$ cat src/sv/kwt_pkg.sv
// ============================================================================
// kwt_pkg: shared types and constants of the keyword tokenizer
// Token codes, character classes, the keyword table and the word that
// passes between the front end, the token queue and the output stage.
// ============================================================================
package kwt_pkg;

   localparam int POS_WIDTH   = 24;
   localparam int KW_MAX_LEN  = 7;
   localparam int KW_IDX_W    = $clog2(KW_MAX_LEN);
   localparam int KW_COUNT    = 16;
   localparam int KW_TEXT_LEN = 7;
   localparam int QUEUE_DEPTH = 4;
   localparam int QPTR_W      = $clog2(QUEUE_DEPTH);

   localparam logic [POS_WIDTH-1:0] POS_MAX = '1;

   typedef logic [7:0]           byte_type;
   typedef logic [4:0]           kind_type;
   typedef logic [POS_WIDTH-1:0] pos_type;
   typedef byte_type             word_type [KW_MAX_LEN];

   // Token kinds.
   localparam kind_type KIND_INTEGER = 5'd0;
   localparam kind_type KIND_NONE    = 5'd1;  // never emitted; marks "not punctuation"
   localparam kind_type KIND_IF      = 5'd2;
   localparam kind_type KIND_ELSE    = 5'd3;
   localparam kind_type KIND_ELF     = 5'd4;
   localparam kind_type KIND_DO      = 5'd5;
   localparam kind_type KIND_FOR     = 5'd6;
   localparam kind_type KIND_WHILE   = 5'd7;
   localparam kind_type KIND_BOOL    = 5'd8;
   localparam kind_type KIND_TRUE    = 5'd9;
   localparam kind_type KIND_FALSE   = 5'd10;
   localparam kind_type KIND_INT     = 5'd11;
   localparam kind_type KIND_FLOAT   = 5'd12;
   localparam kind_type KIND_DOUBLE  = 5'd13;
   localparam kind_type KIND_CHAR    = 5'd14;
   localparam kind_type KIND_STRING  = 5'd15;
   localparam kind_type KIND_STR     = 5'd16;
   localparam kind_type KIND_PLUS    = 5'd17;
   localparam kind_type KIND_MINUS   = 5'd18;
   localparam kind_type KIND_STAR    = 5'd19;
   localparam kind_type KIND_SLASH   = 5'd20;
   localparam kind_type KIND_QUOTE   = 5'd21;
   localparam kind_type KIND_LPAREN  = 5'd22;
   localparam kind_type KIND_RPAREN  = 5'd23;
   localparam kind_type KIND_LBRACE  = 5'd24;
   localparam kind_type KIND_RBRACE  = 5'd25;
   localparam kind_type KIND_LBRACK  = 5'd26;
   localparam kind_type KIND_RBRACK  = 5'd27;
   localparam kind_type KIND_SEMI    = 5'd28;
   localparam kind_type KIND_END     = 5'd29;
   localparam kind_type KIND_IDENT   = 5'd30;
   localparam kind_type KIND_ERROR   = 5'd31;

   // Character codes.
   localparam byte_type CH_TAB     = 8'h09;
   localparam byte_type CH_CR      = 8'h0D;
   localparam byte_type CH_SPACE   = 8'h20;
   localparam byte_type CH_QUOTE   = 8'h22;
   localparam byte_type CH_LPAREN  = 8'h28;
   localparam byte_type CH_RPAREN  = 8'h29;
   localparam byte_type CH_STAR    = 8'h2A;
   localparam byte_type CH_PLUS    = 8'h2B;
   localparam byte_type CH_MINUS   = 8'h2D;
   localparam byte_type CH_SLASH   = 8'h2F;
   localparam byte_type CH_DIGIT_0 = 8'h30;
   localparam byte_type CH_DIGIT_9 = 8'h39;
   localparam byte_type CH_SEMI    = 8'h3B;
   localparam byte_type CH_UPPER_A = 8'h41;
   localparam byte_type CH_UPPER_Z = 8'h5A;
   localparam byte_type CH_LBRACK  = 8'h5B;
   localparam byte_type CH_RBRACK  = 8'h5D;
   localparam byte_type CH_LOWER_A = 8'h61;
   localparam byte_type CH_LOWER_Z = 8'h7A;
   localparam byte_type CH_LBRACE  = 8'h7B;
   localparam byte_type CH_RBRACE  = 8'h7D;
   localparam byte_type CASE_BIT   = 8'h20;

   typedef enum logic [1:0] {
      RUN_NONE,
      RUN_WORD,
      RUN_DIGIT
   } run_kind_type;

   typedef struct packed {
      kind_type kind;
      pos_type  start;
      pos_type  length;
      byte_type bad;
      logic     last;
   } token_type;

   // Up to two tokens pushed by the front end in one cycle, first in order first.
   typedef struct packed {
      logic [1:0] count;
      token_type  first;
      token_type  second;
   } push_type;

   // Head of the token queue as seen by the output stage.
   typedef struct packed {
      logic      valid;
      token_type tok;
   } head_type;

   function automatic kind_type punct_kind(input byte_type c);
      kind_type k;
      unique case (c)
         CH_PLUS:   k = KIND_PLUS;
         CH_MINUS:  k = KIND_MINUS;
         CH_STAR:   k = KIND_STAR;
         CH_SLASH:  k = KIND_SLASH;
         CH_QUOTE:  k = KIND_QUOTE;
         CH_LPAREN: k = KIND_LPAREN;
         CH_RPAREN: k = KIND_RPAREN;
         CH_LBRACE: k = KIND_LBRACE;
         CH_RBRACE: k = KIND_RBRACE;
         CH_LBRACK: k = KIND_LBRACK;
         CH_RBRACK: k = KIND_RBRACK;
         CH_SEMI:   k = KIND_SEMI;
         default:   k = KIND_NONE;
      endcase
      return k;
   endfunction

   // Keyword text, right-justified: the first character sits highest.
   function automatic logic [8*KW_TEXT_LEN-1:0] kw_text(input int idx);
      logic [8*KW_TEXT_LEN-1:0] t;
      unique case (idx)
         0:       t = "if";
         1:       t = "else";
         2:       t = "elf";
         3:       t = "do";
         4:       t = "while";
         5:       t = "for";
         6:       t = "true";
         7:       t = "false";
         8:       t = "int";
         9:       t = "bool";
         10:      t = "boolean";
         11:      t = "char";
         12:      t = "str";
         13:      t = "string";
         14:      t = "float";
         default: t = "double";
      endcase
      return t;
   endfunction

   function automatic int kw_len(input int idx);
      int n;
      unique case (idx)
         0, 3:              n = 2;
         2, 5, 8, 12:       n = 3;
         1, 6, 9, 11:       n = 4;
         4, 7, 14:          n = 5;
         13, 15:            n = 6;
         default:           n = 7;
      endcase
      return n;
   endfunction

   function automatic kind_type kw_kind(input int idx);
      kind_type k;
      unique case (idx)
         0:       k = KIND_IF;
         1:       k = KIND_ELSE;
         2:       k = KIND_ELF;
         3:       k = KIND_DO;
         4:       k = KIND_WHILE;
         5:       k = KIND_FOR;
         6:       k = KIND_TRUE;
         7:       k = KIND_FALSE;
         8:       k = KIND_INT;
         9:       k = KIND_BOOL;
         10:      k = KIND_BOOL;
         11:      k = KIND_CHAR;
         12:      k = KIND_STR;
         13:      k = KIND_STRING;
         14:      k = KIND_FLOAT;
         default: k = KIND_DOUBLE;
      endcase
      return k;
   endfunction

   // Classifies a finished letter run. Keywords are distinct, so the
   // sixteen comparisons are independent and at most one can hit.
   function automatic kind_type word_kind(input word_type wbuf, input pos_type count);
      kind_type                 res;
      logic                     hit;
      logic [8*KW_TEXT_LEN-1:0] txt;
      int                       len;
      res = KIND_IDENT;
      for (int i = 0; i < KW_COUNT; i++) begin
         txt = kw_text(i);
         len = kw_len(i);
         hit = (count == POS_WIDTH'(len));
         for (int j = 0; j < KW_TEXT_LEN; j++) begin
            if (j < len) begin
               hit = hit && (wbuf[j] == txt[8*(len-1-j) +: 8]);
            end
         end
         if (hit) begin
            res = kw_kind(i);
         end
      end
      return res;
   endfunction

endpackage

$ cat src/sv/kwt_req_if.sv
// ============================================================================
// kwt_req_if: source byte channel
// Carries one source byte or the end-of-source mark per word.
// ============================================================================
interface kwt_req_if;
   logic                 valid;
   logic                 ready;
   logic [7:0]           ch;
   logic                 end_of_source;

   modport source (output valid, output ch, output end_of_source, input ready);
   modport sink   (input valid, input ch, input end_of_source, output ready);
endinterface

$ cat src/sv/kwt_rsp_if.sv
// ============================================================================
// kwt_rsp_if: token channel
// Carries one token per word: kind, position, length, error byte, last flag.
// ============================================================================
interface kwt_rsp_if;
   logic                          valid;
   logic                          ready;
   logic [4:0]                    token_kind;
   logic [kwt_pkg::POS_WIDTH-1:0] start_pos;
   logic [kwt_pkg::POS_WIDTH-1:0] run_length;
   logic [7:0]                    bad_char;
   logic                          last;

   modport source (output valid, output token_kind, output start_pos, output run_length,
                   output bad_char, output last, input ready);
   modport sink   (input valid, input token_kind, input start_pos, input run_length,
                   input bad_char, input last, output ready);
endinterface

$ cat src/sv/kwt_front.sv
// ============================================================================
// kwt_front: byte classifier and run tracker
// Classifies each accepted byte, tracks the open run and pushes the tokens
// the byte causes (zero, one or two) into the token queue.
// ============================================================================
module kwt_front (
   input  logic              clock,
   input  logic              reset,
   kwt_req_if.sink           req_port,
   input  logic              space_ok,
   output kwt_pkg::push_type push
);
   import kwt_pkg::*;

   run_kind_type run_kind_ff, run_kind_in;
   pos_type      run_count_ff, run_count_in;
   pos_type      run_start_ff, run_start_in;
   pos_type      pos_ff, pos_in;
   logic         halted_ff, halted_in;
   word_type     word_ff;

   logic         accept;
   byte_type     c;
   logic         is_letter, is_digit, is_space;
   kind_type     pk;
   run_kind_type want, cur_kind;
   logic         do_flush;
   pos_type      cnt;
   token_type    run_tok, byte_tok;
   logic         byte_tok_valid;
   logic         wr_en;
   logic [KW_IDX_W-1:0] wr_idx;
   byte_type     wr_data;

   assign req_port.ready = space_ok;
   assign accept = req_port.valid && space_ok;
   assign c      = req_port.ch;

   always_comb begin
      is_letter = ((c >= CH_LOWER_A) && (c <= CH_LOWER_Z)) ||
                  ((c >= CH_UPPER_A) && (c <= CH_UPPER_Z));
      is_digit  = (c >= CH_DIGIT_0) && (c <= CH_DIGIT_9);
      is_space  = (c == CH_SPACE) || ((c >= CH_TAB) && (c <= CH_CR));
      pk        = punct_kind(c);
      priority if (is_letter) begin
         want = RUN_WORD;
      end else if (is_digit) begin
         want = RUN_DIGIT;
      end else begin
         want = RUN_NONE;
      end
   end

   always_comb begin
      run_tok.kind   = (run_kind_ff == RUN_DIGIT) ? KIND_INTEGER
                                                  : word_kind(word_ff, run_count_ff);
      run_tok.start  = run_start_ff;
      run_tok.length = run_count_ff;
      run_tok.bad    = '0;
      run_tok.last   = 1'b0;
   end

   always_comb begin
      run_kind_in    = run_kind_ff;
      run_count_in   = run_count_ff;
      run_start_in   = run_start_ff;
      pos_in         = pos_ff;
      halted_in      = halted_ff;
      do_flush       = 1'b0;
      cur_kind       = run_kind_ff;
      cnt            = run_count_ff;
      byte_tok       = '0;
      byte_tok_valid = 1'b0;
      wr_en          = 1'b0;
      wr_idx         = '0;
      wr_data        = c;
      push           = '0;

      if (accept) begin
         if (req_port.end_of_source) begin
            byte_tok.kind  = KIND_END;
            byte_tok.start = pos_ff;
            byte_tok_valid = 1'b1;
            do_flush       = (run_kind_ff != RUN_NONE);
            run_kind_in    = RUN_NONE;
            run_count_in   = '0;
            run_start_in   = '0;
            pos_in         = '0;
            halted_in      = 1'b0;
         end else begin
            if (!halted_ff) begin
               do_flush = (run_kind_ff != RUN_NONE) &&
                          !((want != RUN_NONE) && (want == run_kind_ff));
               if (do_flush) begin
                  cur_kind = RUN_NONE;
                  cnt      = '0;
               end
               if (want != RUN_NONE) begin
                  if (cur_kind == RUN_NONE) begin
                     run_kind_in  = want;
                     run_start_in = pos_ff;
                  end else begin
                     run_kind_in  = cur_kind;
                  end
                  if ((want == RUN_WORD) && (cnt < POS_WIDTH'(KW_MAX_LEN))) begin
                     wr_en   = 1'b1;
                     wr_idx  = cnt[KW_IDX_W-1:0];
                     wr_data = (c <= CH_UPPER_Z) ? (c | CASE_BIT) : c;
                  end
                  run_count_in = (cnt < POS_MAX) ? cnt + 1'b1 : cnt;
               end else begin
                  run_kind_in  = RUN_NONE;
                  run_count_in = '0;
                  byte_tok.start  = pos_ff;
                  byte_tok.length = POS_WIDTH'(1);
                  if (pk != KIND_NONE) begin
                     byte_tok.kind  = pk;
                     byte_tok_valid = 1'b1;
                  end else if (!is_space) begin
                     byte_tok.kind  = KIND_ERROR;
                     byte_tok.bad   = c;
                     byte_tok_valid = 1'b1;
                     halted_in      = 1'b1;
                  end
               end
            end
            pos_in = (pos_ff < POS_MAX) ? pos_ff + 1'b1 : pos_ff;
         end

         // Order the tokens and mark the final one of this byte.
         byte_tok.last = 1'b1;
         if (do_flush && byte_tok_valid) begin
            push.count  = 2'd2;
            push.first  = run_tok;
            push.second = byte_tok;
         end else if (do_flush) begin
            push.count      = 2'd1;
            push.first      = run_tok;
            push.first.last = 1'b1;
         end else if (byte_tok_valid) begin
            push.count = 2'd1;
            push.first = byte_tok;
         end
      end
   end

   always_ff @(posedge clock) begin
      if (reset) begin
         run_kind_ff  <= RUN_NONE;
         run_count_ff <= '0;
         run_start_ff <= '0;
         pos_ff       <= '0;
         halted_ff    <= 1'b0;
      end else begin
         run_kind_ff  <= run_kind_in;
         run_count_ff <= run_count_in;
         run_start_ff <= run_start_in;
         pos_ff       <= pos_in;
         halted_ff    <= halted_in;
      end
   end

   always_ff @(posedge clock) begin
      if (wr_en) begin
         word_ff[wr_idx] <= wr_data;
      end
   end

endmodule

$ cat src/sv/kwt_queue.sv
// ============================================================================
// kwt_queue: token queue between front end and output stage
// Takes up to two tokens per cycle, gives one per cycle when popped, in order.
// ============================================================================
module kwt_queue (
   input  logic              clock,
   input  logic              reset,
   input  kwt_pkg::push_type push,
   input  logic              pop,
   output logic              space_ok,
   output kwt_pkg::head_type head
);
   import kwt_pkg::*;

   token_type           entry_ff [QUEUE_DEPTH];
   logic [QPTR_W-1:0]   wr_ptr_ff, wr_ptr_in;
   logic [QPTR_W-1:0]   rd_ptr_ff, rd_ptr_in;
   logic [QPTR_W:0]     count_ff, count_in;
   logic [QPTR_W-1:0]   wr_ptr_next;

   // Room for the worst case of two tokens from one byte.
   assign space_ok    = (count_ff <= (QPTR_W+1)'(QUEUE_DEPTH - 2));
   assign head.valid  = (count_ff != '0);
   assign head.tok    = entry_ff[rd_ptr_ff];
   assign wr_ptr_next = wr_ptr_ff + 1'b1;

   always_comb begin
      wr_ptr_in = wr_ptr_ff + QPTR_W'(push.count);
      rd_ptr_in = pop ? rd_ptr_ff + 1'b1 : rd_ptr_ff;
      count_in  = count_ff + (QPTR_W+1)'(push.count) - (QPTR_W+1)'(pop);
   end

   always_ff @(posedge clock) begin
      if (reset) begin
         wr_ptr_ff <= '0;
         rd_ptr_ff <= '0;
         count_ff  <= '0;
      end else begin
         wr_ptr_ff <= wr_ptr_in;
         rd_ptr_ff <= rd_ptr_in;
         count_ff  <= count_in;
      end
   end

   always_ff @(posedge clock) begin
      if (push.count != 2'd0) begin
         entry_ff[wr_ptr_ff] <= push.first;
      end
      if (push.count == 2'd2) begin
         entry_ff[wr_ptr_next] <= push.second;
      end
   end

endmodule

$ cat src/sv/kwt_back.sv
// ============================================================================
// kwt_back: token output stage
// Registers the queue head onto the token channel and pops the queue.
// ============================================================================
module kwt_back (
   input  logic              clock,
   input  logic              reset,
   input  kwt_pkg::head_type head,
   output logic              pop,
   kwt_rsp_if.source         rsp_port
);
   import kwt_pkg::*;

   logic      valid_ff, valid_in;
   token_type tok_ff;

   assign pop      = head.valid && (!valid_ff || rsp_port.ready);
   assign valid_in = pop || (valid_ff && !rsp_port.ready);

   always_ff @(posedge clock) begin
      if (reset) begin
         valid_ff <= 1'b0;
      end else begin
         valid_ff <= valid_in;
      end
   end

   always_ff @(posedge clock) begin
      if (pop) begin
         tok_ff <= head.tok;
      end
   end

   assign rsp_port.valid      = valid_ff;
   assign rsp_port.token_kind = tok_ff.kind;
   assign rsp_port.start_pos  = tok_ff.start;
   assign rsp_port.run_length = tok_ff.length;
   assign rsp_port.bad_char   = tok_ff.bad;
   assign rsp_port.last       = tok_ff.last;

endmodule

$ cat src/sv/keyword_tokenizer_core.sv
// ============================================================================
// keyword_tokenizer_core: streaming lexical tokenizer with keyword lookup
// Turns a byte stream into integer, keyword, identifier, punctuation,
// error and end tokens, each with start offset and length.
// ============================================================================
// The core accepts one source byte per cycle while the queue has room and
// emits one token per cycle while the consumer is ready. A byte that closes
// a run and is itself punctuation or an error causes two tokens, as does the
// end-of-source mark when a run is open; such bytes are bounded by the
// single-word output stage, so the sustained input rate is one byte per
// cycle while bytes cause at most one token each and falls during stretches
// where every byte causes two. With the queue empty, the first token of an
// accepted byte is registered in the queue and then in the output register.
// A four-entry token queue sits between the classifier and the output
// register; the input is ready whenever the queue has room for two tokens,
// so a stalled output holds off the input only once the queue holds more
// than two tokens.
// Letter runs are matched case-insensitively against sixteen keywords on
// their first seven characters; longer runs are identifiers. After an error
// token the core drops bytes, still counting them, until end of source.
// Offsets and lengths saturate at the largest 24-bit value.
module keyword_tokenizer_core (
   input  logic      clock,
   input  logic      reset,
   kwt_req_if.sink   req_port,
   kwt_rsp_if.source rsp_port
);
   import kwt_pkg::*;

   push_type push;
   head_type head;
   logic     space_ok;
   logic     pop;

   // Front end: classifies each byte, tracks the open run and decides
   // which tokens the byte produces. It holds all run, position and halt state.
   kwt_front u_front (
      .clock    (clock),
      .reset    (reset),
      .req_port (req_port),
      .space_ok (space_ok),
      .push     (push)
   );

   // Token queue: absorbs the two-token bursts so the front end keeps
   // taking bytes while the output drains.
   kwt_queue u_queue (
      .clock    (clock),
      .reset    (reset),
      .push     (push),
      .pop      (pop),
      .space_ok (space_ok),
      .head     (head)
   );

   // Output stage: one registered token word toward the consumer.
   kwt_back u_back (
      .clock    (clock),
      .reset    (reset),
      .head     (head),
      .pop      (pop),
      .rsp_port (rsp_port)
   );

endmodule
$ cat src/flat_wrapper.sv
// flat-port wrapper written by rule: the top's interface ports become plain ports
module keyword_tokenizer_core_flat import kwt_pkg::*;
  (clock, reset, req_port_valid, req_port_ch, req_port_end_of_source, req_port_ready, rsp_port_valid, rsp_port_token_kind, rsp_port_start_pos, rsp_port_run_length, rsp_port_bad_char, rsp_port_last, rsp_port_ready);
  kwt_req_if req_port_i ();
  kwt_rsp_if rsp_port_i ();
  input  logic clock;
  input  logic reset;
  input wire logic [$bits(req_port_i.valid)-1:0] req_port_valid;
  input wire logic [$bits(req_port_i.ch)-1:0] req_port_ch;
  input wire logic [$bits(req_port_i.end_of_source)-1:0] req_port_end_of_source;
  output wire logic [$bits(req_port_i.ready)-1:0] req_port_ready;
  output wire logic [$bits(rsp_port_i.valid)-1:0] rsp_port_valid;
  output wire logic [$bits(rsp_port_i.token_kind)-1:0] rsp_port_token_kind;
  output wire logic [$bits(rsp_port_i.start_pos)-1:0] rsp_port_start_pos;
  output wire logic [$bits(rsp_port_i.run_length)-1:0] rsp_port_run_length;
  output wire logic [$bits(rsp_port_i.bad_char)-1:0] rsp_port_bad_char;
  output wire logic [$bits(rsp_port_i.last)-1:0] rsp_port_last;
  input wire logic [$bits(rsp_port_i.ready)-1:0] rsp_port_ready;
  assign req_port_i.valid = req_port_valid;
  assign req_port_i.ch = req_port_ch;
  assign req_port_i.end_of_source = req_port_end_of_source;
  assign req_port_ready = req_port_i.ready;
  assign rsp_port_valid = rsp_port_i.valid;
  assign rsp_port_token_kind = rsp_port_i.token_kind;
  assign rsp_port_start_pos = rsp_port_i.start_pos;
  assign rsp_port_run_length = rsp_port_i.run_length;
  assign rsp_port_bad_char = rsp_port_i.bad_char;
  assign rsp_port_last = rsp_port_i.last;
  assign rsp_port_i.ready = rsp_port_ready;
  keyword_tokenizer_core u_core (.clock(clock), .reset(reset), .req_port(req_port_i), .rsp_port(rsp_port_i));
endmodule
$ cat config.mk
export PLATFORM = sky130hd
export DESIGN_NAME = keyword_tokenizer_core_flat
export DESIGN_NICKNAME = d
export VERILOG_FILES = /design/src/sv/kwt_pkg.sv /design/src/sv/kwt_req_if.sv /design/src/sv/kwt_rsp_if.sv /design/src/sv/kwt_front.sv /design/src/sv/kwt_queue.sv /design/src/sv/kwt_back.sv /design/src/sv/keyword_tokenizer_core.sv /design/src/flat_wrapper.sv
export SDC_FILE = /design/constraint.sdc
export NUM_CORES = 1
export LEC_CHECK = 0
export BUFFER_PORTS_ARGS = -buffer_cell sky130_fd_sc_hd__buf_2
export CORE_ASPECT_RATIO = 1.2
export CORE_UTILIZATION = 45
export CTS_CLUSTER_SIZE = 14
export DETAILED_ROUTE_END_ITERATION = 8
export PLACE_DENSITY = 0.67
export SLEW_MARGIN = 15
export SYNTH_ARGS = -nofsm -noshare
export SYNTH_HDL_FRONTEND = slang
export SYNTH_HIERARCHICAL = 1
export SYNTH_SLANG_ARGS = --single-unit
$ cat constraint.sdc
create_clock -name clock -period 21.8 [get_ports clock]
set_input_delay 2.18 -clock clock [delete_from_list [all_inputs] [get_ports clock]]
set_output_delay 2.18 -clock clock [all_outputs]
set_load 0.05 [all_outputs]
## Word-level counts from Yosys, hierarchy flattened

Memories as Yosys holds them, arrays and structs flattened. A register that Yosys moved wholly into a read port is not among the register bits.
Index checks and enable logic that the tools add are counted.

- Bits in writable memories: 248
- Logic and storage cells: 291
- Memories: 1
- Input bits: 13
- Output and inout port bits: 64
- Bits in registers: 139

Memory list:

| name | depth | bits a word | rd ports | clocked after Yosys merged registers in | wr ports | RTL line | RTL |
|---|---|---|---|---|---|---|---|
| u_core.u_queue.entry_ff | 4 | 62 | 1 | 1 | 2 | kwt_queue.sv:15 | `token_type entry_ff [QUEUE_DEPTH];` |

- Bitwise operators: 1
- $add $sub $neg: 7
- Multiplexer cells: 91
- Equality and inequality tests: 66
- Reductions and logical operators: 95
- $lt $le $gt $ge: 14

Operator list:

| cell | number |
|---|---|
| 8-bit by 7-bit equality test with 1-bit output (second input constant) | 45 |
| 24-bit two-way mux | 14 |
| 64-bit two-way mux | 2 |
| 126-bit two-way mux | 1 |
| 61-bit two-way mux | 2 |
| 24-bit by 3-bit equality test with 1-bit output (second input constant) | 4 |
| 5-bit two-way mux | 19 |
| 1-bit logical AND | 77 |
| 8-bit by 6-bit equality test with 1-bit output (second input constant) | 9 |
| 63-bit two-way mux | 1 |
| 62-bit two-way mux | 1 |
| 5-bit case mux with 12 select lines | 1 |
| 56-bit bitwise mux | 1 |
| 24-bit by 1-bit adder with 24-bit output (second input constant) | 2 |
| 24-bit by 2-bit equality test with 1-bit output (second input constant) | 2 |
| 24-bit less-than comparator (second input constant) | 2 |
| 6-bit two-way mux | 6 |
| 32-bit two-way mux | 1 |
| 29-bit two-way mux | 1 |
| 8-bit demux with 3-bit select | 1 |
| 24-bit by 3-bit less-than comparator with 1-bit output (second input constant) | 1 |
| 8-bit two-way mux | 3 |
| 1-bit two-way mux | 22 |
| 2-bit two-way mux | 10 |
| other kinds (27) | 46 |

## Depth between registers and ports, before layout

- Word-level depth: 27
- Mapped depth: 18
- Depth with buffers taken out: 15

## Hierarchy

Netlist, hierarchy kept.

Modules (own cells, without submodules):

| module | cells each | sequential area each (um2) | times used | area each (um2) |
|---|---|---|---|---|
| kwt_queue | 647 | 7627.3 | 1 | 12633.4 |
| kwt_front | 859 | 3183.1 | 1 | 7607.3 |
| kwt_back | 67 | 1881.8 | 1 | 1916.8 |

## Worst setup path after synthesis

OpenSTA, ideal clock, no wires.

- Kind: input-to-reg
- Start: input req_port_ch[0]
- End: memory u_core/u_queue/entry_ff[0][0] (netlist bit), enable pin
- Path buffers: 2
- Path slack: 12.433 ns
- Arrival time: 8.793 ns
- Stages on the path: 10
- Data required time: 21.226 ns
- Library setup time: 0.574 ns
- Cell sequence: buf_6 -> or4b_1 -> a21o_1 -> a2111oi_4 -> o21ai_0 -> ha_1 -> and3_1 -> buf_4 -> nor2_1 -> o31ai_1

RTL lines:

| element | RTL line | RTL |
|---|---|---|
| start, declared | flat_wrapper.sv:9 | `input wire logic [$bits(req_port_i.ch)-1:0] req_port_ch;` |
| end, declared | kwt_queue.sv:15 |  |

==> impl_metrics.json <==
{
  "status": "finished clean",
  "h-tree-depth": 2,
  "synthArstFlopShare": 0,
  "netlist.area_leader.share": 0.496,
  "synth_edf_count": 366,
  "combPwrFrac": 0.250,
  "drive_gt1_frac": 0.301,
  "whs_ns": 0.479,
  "pin_count": 77,
  "synth_area_per_cell_um2": 14.1,
  "n_antenna_cell": 0,
  "clk_latency_ns": 0.58,
  "cts_tree": "yes",
  "area_growth_pct": 9.94,
  "reg2reg_to": "u_core/u_queue/entry_ff[1][52]$_DFFE_PP_",
  "synth-seq-cells": 451,
  "synth_warnings": 6,
  "layout_min_cycle_time_ns": 6.30,
  "post_cts_buffers": 0,
  "synthCells": 1573,
  "power_mw": 2.52,
  "min_period_over_period": 0.289,
  "worst_pin_slew_ns": 1.17,
  "synthTopCellsByArea": "edfxtp_1 (50%), mux2_2 (9.6%), dfxtp_1 (7.7%)",
  "dr.pass1.iters": 5,
  "multi_input_comb_area_um2": 8830,
  "final_cells": 2286,
  "drv_slew": 0,
  "fin_nets": 1639,
  "gr-total-overflow": 0,
  "gp_congestion": 0.915,
  "p_leak_nw": 8.49,
  "grt_usage": 0.203,
  "die-area_um2": 50100,
  "drc_errors": 0,
  "vias": 13317,
  "start_kind": "input port",
  "ys_seq_area_frac": 0.573,
  "die_h_um": 245,
  "synth_area_leader_cell": "edfxtp_1",
  "crit_start": "req_port_ch[1]",
  "root_buffer": "clkbuf_16",
  "fin_tns_setup_ns": 0,
  "postCtsHoldBufs": 0,
  "p_sw_frac": 0.324,
  "endpoint_kind": "register",
  "avgViaCountPerCell": 5.83,
  "drt_iter0_markers": 794,
  "post_cts_resize_count": 0,
  "peakVddDrop_v": 0.0000638,
  "port_buffers": 76,
  "ant_nets": 0,
  "synthFlopType": "edfxtp_1",
  "reg2reg_from": "u_core/u_front/run_kind_ff[1]$_SDFFE_PP0P_",
  "grt_first_pass_wirelength_mm": 78.3,
  "wirelength_mm": 50.1,
  "worstPathArrival_ns": 6.51,
  "core_um2": 48300,
  "dp_hpwl_mm": 30.8,
  "critPathRequiredTime_ns": 22.01,
  "die_w_um": 205,
  "synth_area_um2": 22200,
  "cts_buffers": 46,
  "holdPathStages": 1,
  "final_cell_mix": "edfxtp_1 (366), mux2_2 (189), dfxtp_1 (83), nor2_1 (82), buf_2 (76)",
  "powerDensity_nw_per_um2": 103,
  "criticalPathCategory": "in2reg",
  "worstRegToRegCells": 10,
  "rows": 88,
  "final_common_cell": "edfxtp_1",
  "intPower_mw": 1.70,
  "min_path_type": "reg2reg",
  "report.final.setup_viol": 0,
  "hold_start": "u_core/u_front/run_start_ff[8]$_SDFFE_PP0P_",
  "seq_power_share": 0.449,
  "cts.sinks": 451,
  "min_to": "u_core/u_front/run_start_ff[8]$_SDFFE_PP0P_",
  "synth_cell_types": 83,
  "path_max_fanout": 35,
  "hold_viol_final": 0,
  "skew_ns": 0.0159,
  "clkSlewWorstSetupHoldPaths_ns": 0.06,
  "ff_latch_area_um2": 12700,
  "final_core_util": 0.504,
  "fmax_ghz": 0.159,
  "drt-wirelength-per-cell_um": 21.9,
  "drv_cap": 0,
  "clock_power_share": 0.301,
  "fillers": 4095,
  "cts_buffer_depth": 3,
  "initial_core_util": 0.458,
  "p_switching_mw": 0.815,
  "grt_max_degree": 63,
  "dp.cells": 2200,
  "grt_setup_unrepaired": "false",
  "relSlewSlack": 0.219,
  "antenna_found_initial": 0,
  "grt_pass1_vias": 13715,
  "reg2reg_setup_slack_ns": 17.71
}
==> synth_stat cells, drive strengths merged (4+ instances only) <==
| cell type | number |
|---|---|
| xnor2 | 8 |
| nand2 | 67 |
| o21ai | 34 |
| clkbuf | 47 |
| a2111oi | 4 |
| o41ai | 8 |
| o31ai | 8 |
| buf | 74 |
| nand2b | 10 |
| and2 | 53 |
| mux2 | 249 |
| or4 | 5 |
| a21oi | 34 |
| o22ai | 4 |
| or3 | 7 |
| xor2 | 18 |
| nor4bb | 9 |
| nor2b | 17 |
| nand3 | 37 |
| nor2 | 86 |
| a41oi | 5 |
| a31oi | 10 |
| nand4b | 7 |
| a22o | 47 |
| o21a | 4 |
| nor3 | 36 |
| mux4 | 62 |
| inv | 20 |
| a22oi | 6 |
| ha | 7 |
| nor4b | 4 |
| and4 | 7 |
| nand3b | 4 |
| dfxtp | 85 |
| nor3b | 8 |
| edfxtp | 366 |
| and3 | 26 |
| or2 | 4 |
| nor4 | 16 |
| nand4 | 31 |
==> per-layer routing <==
layer  share of wire  vias up  track usage
li1                -     6180            -
met1            0.42     6775        0.249
met2            0.52      273        0.363
met3           0.035       89       0.0266
met4           0.027        0       0.0724
met5               0        -            0
==> cell type report <==
type                            instances  share of cell area
Tap cell                              630              0.0324
Clock inverter                         20             0.00724
Timing Repair Buffer                   96              0.0218
Inverter                               20             0.00308
Multi-Input combinational cell       1003               0.362
Sequential cell                       451               0.521
Clock buffer                           66              0.0520
==> worst max path at each step <==
| stage | endpoint | slack, ns | cells after the start |
|---|---|---|---|
| 4_1_cts | u_core/u_queue/entry_ff[1][24]$_DFFE_PP_ | 15.46 | 10 |
| 2_1_floorplan | u_core/u_queue/entry_ff[0][0]$_DFFE_PP_ | 12.43 | 10 |
| 3_5_place_dp | u_core/u_queue/entry_ff[1][48]$_DFFE_PP_ | 14.86 | 10 |
| 6_report | u_core/u_queue/entry_ff[1][52]$_DFFE_PP_ | 15.50 | 10 |
| 5_1_grt | u_core/u_queue/entry_ff[1][24]$_DFFE_PP_ | 15.26 | 10 |
| 3_3_place_gp | u_core/u_queue/entry_ff[1][44]$_DFFE_PP_ | 14.96 | 10 |
==> metrics by stage <==
step                setup slack [ns]  instance area [µm²]
floorplan                      12.43                22200
global placement               14.96                22900
detailed placement             14.86                22900
CTS                            15.46                24400
global route                   15.26                24400
finish                         15.50                24400
==> sequential cells by signal, summed over array words and instances, names as in the netlist, 8 cells and up, named ones only <==
name	cells
u_core/u_queue/entry_ff	248
u_core/u_front/word_ff	56
u_core/u_back/rsp_port.run_length	24
u_core/u_back/rsp_port.start_pos	24
u_core/u_front/pos_ff	24
u_core/u_front/run_count_ff	24
u_core/u_front/run_start_ff	24
u_core/u_back/rsp_port.bad_char	8
==> power groups by stage <==
| stage | combinational [mW] | sequential [mW] | clock (mW) |
|---|---|---|---|
| global placement | 0.631 | 1.15 | 0 |
| floorplan | 0.269 | 1.36 | 0 |
| detailed placement | 0.637 | 1.15 | 0 |
| finish | 0.628 | 1.13 | 0.758 |
| global route | 0.663 | 1.14 | 0.809 |
| CTS | 0.639 | 1.13 | 0.779 |
==> cell families after synthesis <==
group / synth area share
flip-flops: 0.573
XOR/XNOR: 0.0123
buffers and inverters: 0.0353
AO/OA/AOI/OAI: 0.0623
AND/OR/NAND/NOR: 0.112
other: 0.000169
multiplexers: 0.200
adder cells (fa/ha/maj): 0.00486
==> critical path, cell delays in order <==
cell	delay, ns
buf_2	0.25
or4b_1	0.57
a21o_1	0.21
a2111oi_4	0.40
o21ai_0	0.21
ha_1	0.31
and3_1	0.53
mux2i_1	0.30
nor2_4	0.86
buf_4	0.65
(Power assumes the default switching activity.)
